File: src/rtl/core/cpr_pkg.sv
// ============================================================================
// cpr_pkg: shared types and codes for the CLOCK page replacement block
// Request and result transfer types, operation codes and the command and
// status bundles between the controller and the datapath.
// ============================================================================
`default_nettype none

package cpr_pkg;

    // Operation codes carried in the request mode field
    localparam logic [2:0] MODE_ACCESS = 3'd0;
    localparam logic [2:0] MODE_REMOVE = 3'd1;
    localparam logic [2:0] MODE_EVICT  = 3'd2;
    localparam logic [2:0] MODE_LOOKUP = 3'd3;
    localparam logic [2:0] MODE_CLEAR  = 3'd4;

    // One request transfer
    typedef struct packed {
        logic [2:0]  mode;
        logic [31:0] page_id;
    } request_t;

    // One result transfer
    typedef struct packed {
        logic        hit;
        logic        evicted_valid;
        logic [31:0] evicted_page;
        logic [3:0]  slot;
        logic [4:0]  occupancy;
    } result_t;

    // Controller to datapath commands
    typedef struct packed {
        logic load;        // latch request, reset scan and result fields
        logic search;      // one step of the linear page search
        logic set_ref;     // access hit: set reference bit of matched slot
        logic remove;      // remove hit: free matched slot
        logic mark_hit;    // lookup hit
        logic evict_step;  // one step of the clock hand sweep
        logic capture;     // latch victim page from the store read
        logic fill_step;   // one step of the free-slot search and fill
        logic clear;       // empty all slots
    } ctrl_cmd_t;

    // Datapath to controller status
    typedef struct packed {
        logic match;     // compared slot is occupied and holds the page
        logic scan_end;  // last slot was compared
        logic full;      // every slot occupied
        logic empty;     // no slot occupied
        logic victim;    // slot under the hand is occupied, reference clear
        logic free;      // slot under the hand is empty
    } dp_status_t;

endpackage

`default_nettype wire

File: src/rtl/core/cpr_ctrl.sv
// ============================================================================
// cpr_ctrl: sequencer for the CLOCK page replacement block
// Steps each request through those of search, hand sweep, victim capture and
// fill that its mode needs, then presents the result for one cycle.
// ============================================================================
`default_nettype none

module cpr_ctrl (
    input  wire logic                clk,
    input  wire logic                rst_n,
    input  wire logic                start,
    input  wire logic [2:0]          mode,
    input  wire cpr_pkg::dp_status_t status,
    output cpr_pkg::ctrl_cmd_t       cmd,
    output logic                     busy,
    output logic                     done
);

    localparam logic [2:0] ST_IDLE   = 3'd0;
    localparam logic [2:0] ST_SEARCH = 3'd1;
    localparam logic [2:0] ST_EVICT  = 3'd2;
    localparam logic [2:0] ST_EVCAP  = 3'd3;
    localparam logic [2:0] ST_FILL   = 3'd4;
    localparam logic [2:0] ST_DONE   = 3'd5;

    logic [2:0] state_reg, state_next;
    logic [2:0] mode_reg, mode_next;

    // Next state and command decode
    always_comb
    begin
        state_next = state_reg;
        mode_next  = mode_reg;
        cmd        = '0;
        case (state_reg)
            ST_IDLE, ST_DONE:
            begin
                state_next = ST_IDLE;
                if (start)
                begin
                    cmd.load  = 1'b1;
                    mode_next = mode;
                    case (mode)
                        cpr_pkg::MODE_ACCESS, cpr_pkg::MODE_REMOVE, cpr_pkg::MODE_LOOKUP:
                            state_next = ST_SEARCH;
                        cpr_pkg::MODE_EVICT:
                            state_next = status.empty ? ST_DONE : ST_EVICT;
                        cpr_pkg::MODE_CLEAR:
                        begin
                            cmd.clear  = 1'b1;
                            state_next = ST_DONE;
                        end
                        default:
                            state_next = ST_DONE;
                    endcase
                end
            end
            ST_SEARCH:
            begin
                cmd.search = 1'b1;
                if (status.match)
                begin
                    state_next = ST_DONE;
                    case (mode_reg)
                        cpr_pkg::MODE_ACCESS: cmd.set_ref  = 1'b1;
                        cpr_pkg::MODE_REMOVE: cmd.remove   = 1'b1;
                        default:              cmd.mark_hit = 1'b1;
                    endcase
                end
                else if (status.scan_end)
                begin
                    if (mode_reg == cpr_pkg::MODE_ACCESS)
                        state_next = status.full ? ST_EVICT : ST_FILL;
                    else
                        state_next = ST_DONE;
                end
            end
            ST_EVICT:
            begin
                cmd.evict_step = 1'b1;
                if (status.victim)
                    state_next = ST_EVCAP;
            end
            ST_EVCAP:
            begin
                cmd.capture = 1'b1;
                state_next  = (mode_reg == cpr_pkg::MODE_ACCESS) ? ST_FILL : ST_DONE;
            end
            ST_FILL:
            begin
                cmd.fill_step = 1'b1;
                if (status.free)
                    state_next = ST_DONE;
            end
            default:
                state_next = ST_IDLE;
        endcase
    end

    // State registers
    always_ff @(posedge clk or negedge rst_n)
    begin
        if (!rst_n)
        begin
            state_reg <= ST_IDLE;
            mode_reg  <= cpr_pkg::MODE_ACCESS;
        end
        else
        begin
            state_reg <= state_next;
            mode_reg  <= mode_next;
        end
    end

    // A new request may be taken while the previous result is shown
    assign busy = (state_reg != ST_IDLE) && (state_reg != ST_DONE);
    assign done = (state_reg == ST_DONE);

`ifndef SYNTHESIS
    a_done_one_cycle: assert property (@(posedge clk) disable iff (!rst_n)
        (state_reg == ST_DONE && !start) |=> state_reg == ST_IDLE)
        else $error("result strobe held past one cycle");
    a_capture_after_victim: assert property (@(posedge clk) disable iff (!rst_n)
        (state_reg == ST_EVCAP) |-> $past(state_reg == ST_EVICT && status.victim))
        else $error("victim capture without a victim");
    a_fill_only_access: assert property (@(posedge clk) disable iff (!rst_n)
        (state_reg == ST_FILL) |-> mode_reg == cpr_pkg::MODE_ACCESS)
        else $error("fill entered for a non-access request");
`endif

endmodule

`default_nettype wire

File: src/rtl/core/cpr_datapath.sv
// ============================================================================
// cpr_datapath: slot storage and clock hand for the page replacement block
// Page store memory, occupied and reference bits, hand, count, the search
// compare pipeline and the result registers.
// ============================================================================
`default_nettype none

module cpr_datapath #(
    parameter int CAPACITY  = 16,
    parameter int PAGE_BITS = 32
) (
    input  wire logic               clk,
    input  wire logic               rst_n,
    input  wire logic [31:0]        page_id,
    input  wire cpr_pkg::ctrl_cmd_t cmd,
    output cpr_pkg::dp_status_t     status,
    output cpr_pkg::result_t        result
);

    localparam int IDX_W = (CAPACITY > 1) ? $clog2(CAPACITY) : 1;
    localparam int CNT_W = $clog2(CAPACITY + 1);
    localparam logic [IDX_W-1:0] LAST_IDX = IDX_W'(CAPACITY - 1);
    localparam logic [IDX_W-1:0] IDX_ONE  = IDX_W'(1);
    localparam logic [CNT_W-1:0] CNT_FULL = CNT_W'(CAPACITY);
    localparam logic [CNT_W-1:0] CNT_ONE  = CNT_W'(1);

    // Page store, read data registered
    logic [PAGE_BITS-1:0] mem [CAPACITY];
    logic [PAGE_BITS-1:0] rd_data_reg;
    logic [IDX_W-1:0]     rd_addr;
    logic                 wr_en;

    logic [PAGE_BITS-1:0] pid_reg, pid_next;
    logic [IDX_W-1:0]     scan_reg, scan_next;
    logic                 issue_left_reg, issue_left_next;
    logic                 cmp_valid_reg, cmp_valid_next;
    logic [IDX_W-1:0]     cmp_idx_reg, cmp_idx_next;
    logic [IDX_W-1:0]     hand_reg, hand_next;
    logic [CNT_W-1:0]     count_reg, count_next;
    logic [CAPACITY-1:0]  occ_reg, occ_next;
    logic [CAPACITY-1:0]  ref_reg, ref_next;
    logic                 hit_reg, hit_next;
    logic                 evv_reg, evv_next;
    logic [PAGE_BITS-1:0] evp_reg, evp_next;
    logic [IDX_W-1:0]     slot_reg, slot_next;

    logic [IDX_W-1:0]     hand_succ;
    logic                 occ_h;
    logic                 ref_h;
    logic                 match;
    logic [31:0]          slot_wide;
    logic [63:0]          evp_wide;

    assign hand_succ = (hand_reg == LAST_IDX) ? '0 : hand_reg + IDX_ONE;
    assign occ_h     = occ_reg[hand_reg];
    assign ref_h     = ref_reg[hand_reg];
    assign match     = cmp_valid_reg && occ_reg[cmp_idx_reg] && (rd_data_reg == pid_reg);
    assign rd_addr   = cmd.evict_step ? hand_reg : scan_reg;

    // Status back to the controller
    assign status.match    = match;
    assign status.scan_end = cmp_valid_reg && (cmp_idx_reg == LAST_IDX);
    assign status.full     = (count_reg == CNT_FULL);
    assign status.empty    = (count_reg == '0);
    assign status.victim   = occ_h && !ref_h;
    assign status.free     = !occ_h;

    // Next-state logic for all commands
    always_comb
    begin
        pid_next        = pid_reg;
        scan_next       = scan_reg;
        issue_left_next = issue_left_reg;
        cmp_valid_next  = cmp_valid_reg;
        cmp_idx_next    = cmp_idx_reg;
        hand_next       = hand_reg;
        count_next      = count_reg;
        occ_next        = occ_reg;
        ref_next        = ref_reg;
        hit_next        = hit_reg;
        evv_next        = evv_reg;
        evp_next        = evp_reg;
        slot_next       = slot_reg;
        wr_en           = 1'b0;

        if (cmd.load)
        begin
            pid_next        = PAGE_BITS'(page_id);
            scan_next       = '0;
            issue_left_next = 1'b1;
            cmp_valid_next  = 1'b0;
            hit_next        = 1'b0;
            evv_next        = 1'b0;
            evp_next        = '0;
            slot_next       = '0;
        end

        // search: issue one read, compare the previous one
        if (cmd.search)
        begin
            cmp_valid_next = issue_left_reg;
            cmp_idx_next   = scan_reg;
            if (issue_left_reg)
            begin
                if (scan_reg == LAST_IDX)
                    issue_left_next = 1'b0;
                else
                    scan_next = scan_reg + IDX_ONE;
            end
        end

        if (cmd.set_ref)
        begin
            ref_next[cmp_idx_reg] = 1'b1;
            hit_next              = 1'b1;
            slot_next             = cmp_idx_reg;
        end

        if (cmd.remove)
        begin
            occ_next[cmp_idx_reg] = 1'b0;
            ref_next[cmp_idx_reg] = 1'b0;
            count_next            = count_reg - CNT_ONE;
            hit_next              = 1'b1;
        end

        if (cmd.mark_hit)
            hit_next = 1'b1;

        // hand sweep: second chance or take the victim
        if (cmd.evict_step)
        begin
            ref_next[hand_reg] = 1'b0;
            hand_next          = hand_succ;
            if (occ_h && !ref_h)
            begin
                occ_next[hand_reg] = 1'b0;
                count_next         = count_reg - CNT_ONE;
                evv_next           = 1'b1;
            end
        end

        if (cmd.capture)
            evp_next = rd_data_reg;

        // fill the first free slot at or after the hand
        if (cmd.fill_step)
        begin
            hand_next = hand_succ;
            if (!occ_h)
            begin
                wr_en              = 1'b1;
                occ_next[hand_reg] = 1'b1;
                ref_next[hand_reg] = 1'b1;
                count_next         = count_reg + CNT_ONE;
                slot_next          = hand_reg;
            end
        end

        if (cmd.clear)
        begin
            occ_next   = '0;
            ref_next   = '0;
            count_next = '0;
            hand_next  = '0;
        end
    end

    // Control registers
    always_ff @(posedge clk or negedge rst_n)
    begin
        if (!rst_n)
        begin
            scan_reg       <= '0;
            issue_left_reg <= 1'b0;
            cmp_valid_reg  <= 1'b0;
            hand_reg       <= '0;
            count_reg      <= '0;
            occ_reg        <= '0;
            ref_reg        <= '0;
            hit_reg        <= 1'b0;
            evv_reg        <= 1'b0;
        end
        else
        begin
            scan_reg       <= scan_next;
            issue_left_reg <= issue_left_next;
            cmp_valid_reg  <= cmp_valid_next;
            hand_reg       <= hand_next;
            count_reg      <= count_next;
            occ_reg        <= occ_next;
            ref_reg        <= ref_next;
            hit_reg        <= hit_next;
            evv_reg        <= evv_next;
        end
    end

    // Payload registers
    always_ff @(posedge clk)
    begin
        pid_reg     <= pid_next;
        cmp_idx_reg <= cmp_idx_next;
        evp_reg     <= evp_next;
        slot_reg    <= slot_next;
    end

    // Page store
    always_ff @(posedge clk)
    begin
        if (wr_en)
            mem[hand_reg] <= pid_reg;
        rd_data_reg <= mem[rd_addr];
    end

    // Result fields
    assign slot_wide            = 32'(slot_reg);
    assign evp_wide             = 64'(evp_reg);
    assign result.hit           = hit_reg;
    assign result.evicted_valid = evv_reg;
    assign result.evicted_page  = evp_wide[31:0];
    assign result.slot          = slot_wide[3:0];
    assign result.occupancy     = 5'(count_reg);

`ifndef SYNTHESIS
    a_count_matches_occ: assert property (@(posedge clk) disable iff (!rst_n)
        int'(count_reg) == $countones(occ_reg))
        else $error("count out of step with occupied bits");
    a_evict_not_empty: assert property (@(posedge clk) disable iff (!rst_n)
        cmd.evict_step |-> count_reg != '0)
        else $error("hand sweep with no occupied slot");
    a_fill_not_full: assert property (@(posedge clk) disable iff (!rst_n)
        cmd.fill_step |-> count_reg != CNT_FULL)
        else $error("fill with no free slot");
    a_hit_needs_match: assert property (@(posedge clk) disable iff (!rst_n)
        (cmd.set_ref || cmd.remove || cmd.mark_hit) |-> match)
        else $error("hit update without a matching slot");
`endif

endmodule

`default_nettype wire

File: src/rtl/core/clock_page_replacement.sv
// ============================================================================
// clock_page_replacement: CLOCK (second chance) page replacement
// Top level joining the sequencer and the slot datapath.
// ============================================================================
// Usage:
//   A request transfer (mode, page_id) is taken at a rising edge where start
//   is high and busy is low. Exactly one result transfer follows, shown on
//   result for one cycle while done is high; the receiver cannot stall it.
//   A new request may be started in the cycle its predecessor's result shows.
// Sequence per mode, start to done:
//   clear, evict on empty, unused modes: straight to done.
//   lookup, remove, access hit: linear search, one slot a cycle over the
//   page store read port, plus one compare stage.
//   evict: second-chance hand sweep to the first victim, then a victim read.
//   access miss: search, then a free-slot walk from the hand; when full,
//   the evict sweep and victim read come before the walk.
// The search and the hand walk share the single page store read port.
// Reset: all slots empty, hand and count zero; page store contents are left
// as they are and never used until written.
// ============================================================================
`default_nettype none

module clock_page_replacement #(
    parameter int CAPACITY  = 16,
    parameter int PAGE_BITS = 32
) (
    input  wire logic              clk,
    input  wire logic              rst_n,
    input  wire logic              start,
    input  wire cpr_pkg::request_t request,
    output logic                   busy,
    output logic                   done,
    output cpr_pkg::result_t       result
);

    cpr_pkg::ctrl_cmd_t  cmd;
    cpr_pkg::dp_status_t status;

    // Sequencer
    cpr_ctrl u_ctrl (
        .clk    (clk),
        .rst_n  (rst_n),
        .start  (start),
        .mode   (request.mode),
        .status (status),
        .cmd    (cmd),
        .busy   (busy),
        .done   (done)
    );

    // Slot storage and hand
    cpr_datapath #(
        .CAPACITY  (CAPACITY),
        .PAGE_BITS (PAGE_BITS)
    ) u_datapath (
        .clk     (clk),
        .rst_n   (rst_n),
        .page_id (request.page_id),
        .cmd     (cmd),
        .status  (status),
        .result  (result)
    );

endmodule

`default_nettype wire
File: config.mk
export PLATFORM = sky130hd
export DESIGN_NAME = clock_page_replacement
export DESIGN_NICKNAME = d
export VERILOG_FILES = /design/src/rtl/core/cpr_pkg.sv /design/src/rtl/core/cpr_ctrl.sv /design/src/rtl/core/cpr_datapath.sv /design/src/rtl/core/clock_page_replacement.sv
export SDC_FILE = /design/constraint.sdc
export NUM_CORES = 1
export LEC_CHECK = 0
export ABC_AREA = 0
export BUFFER_PORTS_ARGS = -buffer_cell sky130_fd_sc_hd__buf_2
export CORE_MARGIN = 10
export CORE_UTILIZATION = 25
export CTS_CLUSTER_DIAMETER = 60
export DETAILED_ROUTE_END_ITERATION = 12
export PLACE_DENSITY_LB_ADDON = 0.12
export SYNTH_ARGS = -nofsm -noshare
export SYNTH_HDL_FRONTEND = slang
export SYNTH_SLANG_ARGS = --single-unit
File: constraint.sdc
create_clock -name clk -period 5.8 [get_ports clk]
set_clock_uncertainty 0.15 [all_clocks]
set_input_delay 0.58 -clock clk [delete_from_list [all_inputs] [get_ports clk]]
set_output_delay 0.58 -clock clk [all_outputs]
set_load 0.1 [all_outputs]
Word-level counts from Yosys, hierarchy flattened

Memories as Yosys holds them, arrays and structs flattened. A register that Yosys moved wholly into a read port is not among the register bits.
Index checks and enable logic that the tools add are counted.

Memory bits (read-only): 0
Bits in registers: 127
Word-level logic and storage cells: 157
Memories: 1
Bits in writable memories: 512
Latch bits: 0

Memory list:

| memory         | words | width | rd ports | clocked after Yosys merged registers in | wr ports | line               | text |
|---|---|---|---|---|---|---|---|
| u_datapath.mem | 16    | 32    | 1        | 1                                       | 1        | cpr_datapath.sv:28 | `logic [PAGE_BITS-1:0] mem [CAPACITY];` |

Mux-type cells: 83
$lt $le $gt $ge: 4
Reduce and logical (&&, ||, !) cells: 22
Eq/ne operators: 19
Divide/modulo/power cells: 0
Bitwise gates (word level): 9
Multipliers: 0
Add/sub/neg operators: 4
Shifts and indexed selects: 0

Operators by type and width:

| operator                                                              | count |
|---|---|
| 16-bit 2-to-1 mux                                                     | 12 |
| 16-bit bitwise AND                                                    | 4 |
| 32-bit 2-to-1 mux                                                     | 2 |
| 4-bit 2-to-1 mux                                                      | 14 |
| 16-bit OR                                                             | 3 |
| 1-bit 2-to-1 mux                                                      | 33 |
| 32-bit == test                                                        | 1 |
| 16-bit inverter                                                       | 2 |
| 5-bit 2-to-1 mux                                                      | 6 |
| 3-bit 2-to-1 mux                                                      | 9 |
| 3-bit case mux with 5 select lines                                    | 1 |
| 1-bit binary-select mux with 4-bit select                             | 3 |
| 3-bit by 2-bit == test with 1-bit output, second input constant       | 4 |
| 4-bit == test, second input constant                                  | 3 |
| 4-bit by 5-bit < comparator with 1-bit output, second input constant  | 2 |
| 3-bit by 1-bit == test with 1-bit output, second input constant       | 3 |
| 3-bit == test, second input constant                                  | 3 |
| 3-bit logical NOT                                                     | 3 |
| 4-bit by 1-bit adder with 4-bit output, second input constant         | 2 |
| 1-bit demux with 4-bit select                                         | 2 |
| 4-bit by 1-bit >= comparator with 1-bit output, second input constant | 2 |
| 1-bit logical AND                                                     | 7 |
| 3-bit case mux with 2 select lines                                    | 1 |
| 3-bit nonzero test                                                    | 2 |
| 14 further kinds                                                      | 17 |

Longest topological paths before layout

Gate-level depths: netlist of the first run.

Depth after elaboration: 15
Gate-level depth with buffers: 13
Mapped depth without buffers: 9

Hierarchy

Synthesis of the first run repeated with hierarchy kept, for this count alone.

Cell total of the unflattened synthesis: 1469
Area total of the unflattened synthesis: 26570.5 um^2

Modules (own cells, without submodules):

| module       | instances | seq. area each (um^2) | cells an instance | area each (um^2) |
|---|---|---|---|---|
| cpr_datapath | 1         | 19363.6               | 1419              | 26083.8 |
| cpr_ctrl     | 1         | 150.1                 | 50                | 486.7 |

Worst setup path before layout of the first run

OpenSTA, ideal clock, no wires.

Kind: register to register
From: reg u_datapath.hand_reg[0]
To: mem u_datapath.mem[12][0], enable pin
Period minus slack after synthesis: 3514 ps
Cell stages (with the launch flop): 7
Data required time: 5226 ps
Setup slack: 2286 ps
Arrival time: 2940 ps
Cells stage by stage: dfrtp_1 -> buf_2 -> mux4_2 -> nand2b_1 -> nand3_1 -> nand3_1 -> nor2_1

Word-level cells in the longest chain between the ends: 6

Ends and longest elaborated chain:

| what                                      | line                | text |
|---|---|---|
| from (decl)                               | cpr_datapath.sv:38  | `logic [IDX_W-1:0] hand_reg, hand_next;` |
| from (signal assigned)                    | cpr_datapath.sv:189 | `hand_reg <= hand_next;` |
| 1-bit binary-select mux with 4-bit select | cpr_datapath.sv:55  | `assign occ_h = occ_reg[hand_reg];` |
| 1-bit 2-to-1 mux (implied by the code)    | cpr_datapath.sv:55  |  |
| 1-bit 2-to-1 mux                          | cpr_datapath.sv:150 | `if (!occ_h)` |
| 1-bit 2-to-1 mux                          | cpr_datapath.sv:147 | `if (cmd.fill_step)` |
| 1-bit 2-to-1 mux                          | cpr_datapath.sv:210 | `if (wr_en)` |
| 1-bit 2-to-1 mux (implied by the code)    | cpr_datapath.sv:211 | `mem[hand_reg] <= pid_reg;` |
| to (decl)                                 | cpr_datapath.sv:28  |  |

Parallel ways exist; a longest one is shown, timed or not. The select of a mux whose other input is x is not followed.

Final worst setup path of the first run

From: reg u_datapath.hand_reg[0]
To: mem u_datapath.mem[0][6], enable pin

The elaborated chain is that of the path after synthesis.

==> results of run 1 <==
-- where the power goes --
part	switching [uW]	internal [uW]
clock network	2090	2870
logic	3690	1520
registers	667	6030
-- final timing paths --
path | endpoint | cells past startpoint
setup reg to reg | u_datapath.mem[0][6] | 8
max in group asynchronous | u_ctrl.state_reg[1] | 2
setup / recovery | u_datapath.mem[0][6] | 8
min in group clk | u_datapath.pid_reg[7] | 1
hold reg to reg | u_datapath.evv_reg | 2
hold / removal | u_datapath.count_reg[3] | 2
-- per-layer routing --
layer  vias up  part of all wire
li1       7915                 -
met1      8831              0.47
met2       396              0.46
met3       100             0.040
met4         0             0.022
met5         -                 0
-- synth_stat cells, types with 24 or more instances --
library cell / n / area, um^2
nand2_1: 312 / 1170
a31oi_1: 84 / 526
and2_1: 132 / 826
nand3_1: 63 / 315
dfrtp_1: 55 / 1380
and3_1: 37 / 231
nand4_1: 24 / 150
a21oi_1: 91 / 455
edfxtp_1: 580 / 17400
dfxtp_1: 36 / 721
a211oi_1: 162 / 1220
nor2_1: 26 / 97.6
clkbuf_1: 119 / 447
a311oi_1: 64 / 561
-- final cells by class --
class	instances	area (um^2)	area share
repair buffers	171	1280	0.0395
clock buffers	108	2120	0.0651
clock inverters	41	445	0.0137
inverters	23	86.3	0.00266
diodes	2	5.00	0.000154
well taps	1414	1770	0.0544
flip-flops and latches	671	19500	0.600
multi-input cells	1180	7290	0.224
-- metrics by stage --
| step | util | total power (uW) | setup WS (ns) |
|---|---|---|---|
| CTS | 0.299 | 17100 | 1.29 |
| global placement | 0.272 | 12100 | 1.39 |
| detailed placement | 0.272 | 12100 | 1.29 |
| global route | 0.299 | 17800 | 1.09 |
| floorplan | - | 10000 | 2.29 |
| finish | 0.299 | 16900 | 1.37 |
-- cells in the final DEF (no fill, tap or decap), types with 27 or more instances in the layout --
master and instances:
nand3_1 63, dlygate4sd3_1 32, clkbuf_16 80, and2_1 132
buf_4 47, a311oi_1 64, edfxtp_1 580, dfrtp_1 54
a211oi_1 162, clkbuf_1 27, and3_1 37, a21oi_1 91
a31oi_1 84, buf_2 82, nand2_1 311, dfxtp_1 36
-- cells by family (layout without fill, tap and decap cells) --
logic type / Yosys count / in the layout / synth area share
compound gates: 444 / 444 / 0.112
xor+xnor: 38 / 38 / 0.0121
fa+ha+maj: 8 / 8 / 0.00365
buf+inv: 177 / 343 / 0.0264
flops: 671 / 671 / 0.712
mux: 25 / 25 / 0.0139
other cells: 0 / 2 / 0
simple gates: 665 / 665 / 0.121
-- timing repair --
| action | in CTS | in global routing |
|---|---|---|
| resized for setup | 0 | 0 |
| hold buffers | 31 | 1 |
| endpoints found under the hold margin | 31 | 1 |
==> impl_metrics.ini, run 1 <==
[outcome]
outcome = finished with violations
failed_checks = negative hold slack

[timing]
min_period_over_period = 0.764
grt_setup_unrepaired = no
report.final.setup_viol = 0
worst_pin_slew_ns = 1.30
max_freq_mhz = 226
min_period_ns = 4.43
timing.final.max_slew_violations = 0
fin_tns_setup_ns = 0
timing_hold_violations_final = 12
timing.hold.ws_ns = -0.0200
timing.max_slew.rel_slack = 0.123

[placement]
dp_hpwl_mm = 49.2
number_of_placed_instances_with_taps_included = 3427
placedInstanceArea_um2 = 29600
port_buffers = 82
place_congestion = 0.765

[cts]
numCtsBuffers = 80
clk_pin_slew_ns = 0.06
ctsLongestPathBuffers = 3
cts_tree = done
cts.repair_timing.setup_buffer_count = 0
clkLatencyLatePin_ns = 0.64
clock-sinks = 671
clock_tree.root_cell = clkbuf_16
clock_tree.htree_level_count = 3

[global_routing]
grt_first_pass_wirelength_mm = 125
groute.layer.met3.usage = 0.0213
grt_pass1_vias = 17578
maximum_number_of_pins_on_one_net_before_global_route_repair = 93
gr-max-usage-layer = met2
global_route.usage.total = 0.136
antenna_found_initial = 3
groute.layer.met2.usage = 0.216
grt_remaining_overflow = 0
globalRouteMet1Util = 0.191

[synthesis]
ys.flop_type = edfxtp_1
postSynthCellCount = 2028
post_syn_area_per_cell_um2 = 13.5
ys.warnings.count = 0
synth-seq-area-share = 0.712
ys_seq_elements = 671
synth.lib_cells_used.distinct = 61
async_flop_share = 0.0820
syn_nets = 2074
synthesis.area_um2 = 27400
synth_edf_count = 580

[layout]
layout.filler_cells = 10913
flow.area_growth_from_synthesis_pct = 18.6
max_flop_register = u_datapath.mem
layout.cells.non_filler = 3610
postLayoutCellArea_um2 = 32500
drive_gt1_frac = 0.142
largest_register_ffs = 512
nNetsFinal = 2173

[setup_path]
cp_common_cell = buf_4
reg2reg_slack_ns = 1.37
worst_setup_path_startpoint = u_datapath.hand_reg[0]
maximum_fanout_along_the_worst_path = 19
critical_path.n_buffers_inverters = 3
required_ns = 5.94
crit_chain = buf_4 -> mux2_2 -> o2bb2ai_1 -> or3_1 -> and3_1 -> nand3_1 -> inv_2 -> buf_4
worst_path_max_delay_cell = dfrtp_1
worst_ep_arrival_time_ns = 4.57
setup.worst_path.class = flip-flop to flip-flop
cp_top_family = simple AND/OR/NAND/NOR gates
largest_stage_delay_on_the_critical_path_ns = 0.78
element_type_at_the_critical_path_end = flip-flop
worst_setup_path_start_kind = flip-flop
r2r_start = u_datapath.hand_reg[0]

[floorplanning]
design.die.area_um2 = 123000
chipHeight_um = 351
placementRows = 121
die-width_um = 351
core_footprint_um2 = 109000
initial_core_util = 0.252
io-pin-count = 83

[pwr]
p_per_area_nw_per_um2 = 519
p_leak_uw = 0.0109
vdd_ir_drop_max_mv = 0.280

[detailed_routing]
wl_per_cell_um = 23.7
route.vias.total = 17242
initialDrtViolationCount = 1234
route.antenna.remaining_nets = 0
detail_route.vias_per_cell = 4.78
detailedRoute.firstPassIterationCount = 7
detail_route.wirelength_mm = 85.5
post-route-drc-count = 0

[worst_hold_path]
hold_path.class = input port to asynchronous set/reset pin

[job]
timing.max_cap.violations = 0
No activity file was read; power rests on OpenSTA's default activity.
==> run 2, diff against run 1 <==
==> constraint.sdc (replaced) <==
create_clock -name clk -period 3.6 [get_ports clk]
set_clock_uncertainty 0.15 [all_clocks]
set_input_delay 0.36 -clock clk [delete_from_list [all_inputs] [get_ports clk]]
set_output_delay 0.36 -clock clk [all_outputs]
set_load 0.1 [all_outputs]
==> run 2 against run 1 <==
Net effect: non-clock buffer count grew 83; combinational power up 75%; clock power up 73%; final area is 4.2% higher; wire length increased by 2.0%; setup slack lost 1.1 ns; the flow now finishes without violations.
==> impl_metrics.ini, run 2 (synthesized netlist as in run 1, its figures left out) <==
[outcome]
outcome = complete, no violations

[layout]
layout.cells.non_filler = 3701
layout.filler_cells = 10760
nNetsFinal = 2260
drive_gt1_frac = 0.178
max_flop_register = u_datapath.mem
area_occupied_by_registers_um2 = 19500
flow.area_growth_from_synthesis_pct = 23.6
layout_commonest_cell = edfxtp_1
final_cell_mix = edfxtp_1 (580), nand2_1 (311), a211oi_1 (162), and2_1 (132), a21oi_1 (91)
largest_register_ffs = 512
multi_input_area_um2 = 7300

[global_routing]
antenna_found_initial = 3
grt_first_pass_wirelength_mm = 128
maximum_number_of_pins_on_one_net_before_global_route_repair = 59
grt_pass1_vias = 17953
grt_remaining_overflow = 0
global_route.usage.total = 0.140

[placement]
number_of_placed_instances_with_taps_included = 3506
port_buffers = 82
dp_hpwl_mm = 54.1
place_congestion = 0.792

[timing]
grt_setup_unrepaired = no
worst_pin_slew_ns = 0.883
timing.max_slew.rel_slack = 0.410
min_period_over_period = 0.927
timing_hold_violations_final = 0
max_freq_mhz = 300
report.final.setup_viol = 0
fin_tns_setup_ns = 0
min_period_ns = 3.34
timing.final.max_slew_violations = 0

[worst_hold_path]
startpoint_of_the_most_critical_hold_path = start
hold-path-cell-count = 4
hold_path.class = input port to flip-flop

[setup_path]
required_ns = 3.99
worst_ep_arrival_time_ns = 3.73
worstRegToRegCells = 9
maximum_fanout_along_the_worst_path = 3
r2r_start = u_datapath.pid_reg[24]
setup.worst_path.class = flip-flop to flip-flop
worst_setup_path_startpoint = u_datapath.pid_reg[24]
element_type_at_the_critical_path_end = flip-flop
worst_setup_path_start_kind = flip-flop

[detailed_routing]
route.antenna.remaining_nets = 0
wl_per_cell_um = 23.6
detailedRoute.firstPassIterationCount = 6
post-route-drc-count = 0
detail_route.wirelength_mm = 87.2
initialDrtViolationCount = 1248
route.vias.total = 17571
detail_route.vias_per_cell = 4.75

[cts]
clock_tree.root_cell = clkbuf_16
ctsLongestPathBuffers = 3
clk_pin_slew_ns = 0.06
cts_tree = done
numCtsBuffers = 84
clkLatencyLatePin_ns = 0.65
clock_tree.htree_level_count = 3
clock-sinks = 671

[job]
timing.max_cap.violations = 0

[floorplanning]
chipHeight_um = 351
initial_core_util = 0.252
design.die.area_um2 = 123000
core_footprint_um2 = 109000
die-width_um = 351
io-pin-count = 83
placementRows = 121

[pwr]
p_leak_uw = 0.0116
p_per_area_nw_per_um2 = 839
vdd_ir_drop_max_mv = 0.439
[run 2: cell count changes in the layout (fill, tap and decap cells not counted), moves of 3 or more]
cell and change:
buf_12 +36, buf_4 +43, bufinv_16 +3, clkbuf_1 -15, clkbuf_16 +4, clkbuf_8 +6, clkinv_1 +7, clkinv_2 +5
clkinv_8 -3, dlygate4sd3_1 +4
[run 2: report_power, final]
group | switching [uW] | internal, uW | total, uW
registers | 1020 | 9710 | 10700
clock network | 3440 | 5140 | 8580
logic | 6180 | 2930 | 9110
total | 10600 | 17800 | 28400
[run 2: final timing paths]
| path | slack (ns) | endpoint |
|---|---|---|
| min in group asynchronous | 0.25 | u_datapath.count_reg[1] |
| hold reg to reg | 0.34 | u_datapath.evv_reg |
| hold / removal | 0.16 | u_ctrl.mode_reg[2] |
| max in group asynchronous | 2.28 | u_datapath.ref_reg[7] |
| setup reg to reg | 0.26 | u_datapath.count_reg[3] |
| setup / recovery | 0.26 | u_datapath.count_reg[3] |
[run 2: repair_timing]
| item | 4_1_cts | 5_1_grt |
|---|---|---|
| buffers inserted | 0 | 0 |
| resized for setup | 0 | 1 |
| hold endpoints to repair | 63 | 0 |
| setup endpoints to repair | 0 | 1 |
| hold buffers | 36 | 0 |
[run 2: per-layer routing]
layer / wire length (um) / up-vias / global-route usage
met3: 3010 / 125 / 0.0186
met4: 2230 / 0 / 0.0445
met1: 42000 / 8967 / 0.196
met5: 0 / - / 0
li1: - / 8099 / -
met2: 40000 / 380 / 0.222
[run 2: final cells by class]
cell class | count | area share
clock buffer | 103 | 0.0662
sequential | 671 | 0.576
clock inverter | 55 | 0.0178
inverter | 23 | 0.00255
timing repair buffer | 254 | 0.0699
antenna | 1 | 0.0000739
multi-input combinational | 1180 | 0.215
tap | 1414 | 0.0522
[run 2: critical path: stages (launching register included)]
cell and delay, ns:
edfxtp_1 0.41, xnor2_1 0.53, buf_4 0.25, nand4_1 0.08, nor4b_1 0.49, buf_4 0.24
nand4_1 0.25, a2111oi_1 0.53, nor3_1 0.08, nor3_1 0.21
[run 2: per-stage QoR]
stage | instance area, um^2 | setup slack, ns | power, uW | hold WS (ns) | util
after CTS | 33900 | 0.172 | 28900 | 0.119 | 0.311
after global routing | 33900 | 0.0992 | 29900 | 0.182 | 0.311
after global placement | 30700 | 0.160 | 20100 | 0.339 | 0.282
after detailed placement | 30700 | 0.228 | 20100 | 0.338 | 0.282
after floorplan | 27400 | 0.0862 | 16200 | -0.0856 | -
final | 33900 | 0.263 | 28400 | 0.157 | 0.311
==> run 3, diff against run 2 <==
--- a/config.mk
+++ b/config.mk
@@ -8,7 +8,7 @@
 export ABC_AREA = 0
 export BUFFER_PORTS_ARGS = -buffer_cell sky130_fd_sc_hd__buf_2
 export CORE_MARGIN = 10
-export CORE_UTILIZATION = 25
+export CORE_UTILIZATION = 56
 export CTS_CLUSTER_DIAMETER = 60
 export DETAILED_ROUTE_END_ITERATION = 12
 export PLACE_DENSITY_LB_ADDON = 0.12
==> run 3 against run 2 <==
Net effect: first-iteration DRC count increased by 47%; final area decreased by 5.3%; global-route usage increased by 11 points; critical endpoint is now u_datapath.rd_data_reg[16]; setup slack improved by 0.21 ns; flip-flop and latch count unchanged; combinational power decreased by 4.2%; fmax increased by 6.6%; non-clock buffer count decreased by 17; register-to-register slack improved by 0.21 ns; hold slack improved by 0.051 ns.
==> impl_metrics.ini, run 3 (synthesized netlist as in run 1, its figures left out) <==
[floorplanning]
design.die.area_um2 = 58200
io-pin-count = 83
initial_core_util = 0.564
die-width_um = 241
placementRows = 81
core_footprint_um2 = 48600
chipHeight_um = 241

[placement]
dp_hpwl_mm = 43.9
port_buffers = 82
placedInstanceArea_um2 = 29400
place_congestion = 0.915

[pwr]
p_per_area_nw_per_um2 = 828
p_leak_uw = 0.0112
vdd_ir_drop_max_mv = 0.704

[timing]
report.final.setup_viol = 0
timing.max_slew.rel_slack = 0.357
min_period_ns = 3.13
max_freq_mhz = 319
timing_hold_violations_final = 0
timing.hold.ws_ns = 0.208
worst_pin_slew_ns = 0.962
grt_setup_unrepaired = no
min_period_over_period = 0.870
fin_tns_setup_ns = 0
timing.final.max_slew_violations = 0

[global_routing]
grt_pass1_vias = 17590
antenna_found_initial = 0
maximum_number_of_pins_on_one_net_before_global_route_repair = 128
grt_first_pass_wirelength_mm = 108
grt_remaining_overflow = 0
global_route.usage.total = 0.248

[cts]
clock_tree.htree_level_count = 3
clock_tree.root_cell = clkbuf_16
clkLatencyLatePin_ns = 0.61
clock-sinks = 671
numCtsBuffers = 72
ctsLongestPathBuffers = 3
cts.repair_timing.setup_buffer_count = 0
cts_tree = done
clk_pin_slew_ns = 0.06
post_cts_resize_count = 0

[setup_path]
largest_stage_delay_on_the_critical_path_ns = 0.55
cp_top_family = compound AO/OA/AOI/OAI gates
element_type_at_the_critical_path_end = flip-flop
crit_chain = nor3b_4 -> buf_4 -> mux2i_4 -> buf_4 -> buf_12 -> a211oi_1 -> a311oi_1 -> a211oi_1 -> a21oi_1
required_ns = 3.99
worst_setup_path_start_kind = flip-flop
worst_ep_arrival_time_ns = 3.53
worst_path_max_delay_cell = dfrtp_1
maximum_fanout_along_the_worst_path = 55
critical_path.n_buffers_inverters = 3
setup.worst_path.class = flip-flop to flip-flop

[detailed_routing]
detail_route.wirelength_mm = 71.6
detail_route.vias_per_cell = 6.21
route.vias.total = 17794
wl_per_cell_um = 25.0
post-route-drc-count = 0
detailedRoute.firstPassIterationCount = 8
initialDrtViolationCount = 1835
route.antenna.remaining_nets = 0

[outcome]
outcome = complete, no violations

[layout]
flow.area_growth_from_synthesis_pct = 17.0
postLayoutCellArea_um2 = 32100
nNetsFinal = 2231
max_flop_register = u_datapath.mem
largest_register_ffs = 512
layout.core_utilization = 0.660
layout.filler_cells = 3545
drive_gt1_frac = 0.162
insertedDiodeCount = 0
final_cell_mix = edfxtp_1 (580), nand2_1 (311), a211oi_1 (162), and2_1 (132), a21oi_1 (91)
layout_commonest_cell = edfxtp_1

[worst_hold_path]
hold_path.class = input port to asynchronous set/reset pin

[job]
timing.max_cap.violations = 0
-- run 3: routing by layer --
layer	wire length, um	vias to the layer above	global-route usage
met3	4490	144	0.0428
met4	2290	0	0.0869
met2	35000	701	0.406
li1	-	8016	-
met1	29900	8933	0.333
met5	0	-	0
-- run 3: worst register-to-register path: stages, from the launching register on --
cell,delay (ns)
dfrtp_1,0.55
nor3b_4,0.32
buf_4,0.24
mux2i_4,0.28
buf_4,0.29
buf_12,0.29
a211oi_1,0.17
a311oi_1,0.54
a211oi_1,0.10
a21oi_1,0.13
-- run 3: timing repair --
item | 4_1_cts | 5_1_grt
hold buffers | 36 | 0
setup endpoints to repair | 0 | 0
hold endpoints to repair | 64 | 0
-- run 3: per-stage QoR --
stage	power, uW	worst slack (ns)	std cells
after floorplan	16200	0.0862	2028
after global placement	19200	0.485	2697
after detailed placement	19300	0.481	2697
after CTS	26600	0.458	2864
after global routing	27700	0.286	2864
final	26600	0.468	2864
-- run 3: area by class of cell --
class / instances / area (um^2) / area share
clock buffer: 94 / 1980 / 0.0616
clock inverter: 37 / 373 / 0.0116
inverter: 23 / 86.3 / 0.00269
multi-input combinational: 1180 / 7290 / 0.227
sequential: 671 / 19500 / 0.608
tap: 622 / 778 / 0.0242
timing repair buffer: 237 / 2080 / 0.0647
-- run 3: power breakdown --
| part | internal [uW] | switching, uW | leakage, uW | total (uW) |
|---|---|---|---|---|
| clock | 4320 | 2990 | 0.00112 | 7310 |
| combinational | 2670 | 6060 | 0.00381 | 8730 |
| sequential | 9700 | 821 | 0.00624 | 10500 |
| total | 16700 | 9870 | 0.0112 | 26600 |
-- run 3: path summary, 6_finish.rpt --
path	slack, ns	cells after the start	end	startpoint
max	0.47	9	u_datapath.rd_data_reg[16]	u_ctrl.state_reg[2]
min	0.21	2	u_datapath.scan_reg[1]	rst_n
max reg2reg	0.47	9	u_datapath.rd_data_reg[16]	u_ctrl.state_reg[2]
min reg2reg	0.35	2	u_ctrl.mode_reg[2]	u_ctrl.mode_reg[2]
max in group asynchronous	2.21	3	u_datapath.ref_reg[8]	rst_n
min in group clk	0.27	4	u_ctrl.mode_reg[2]	start
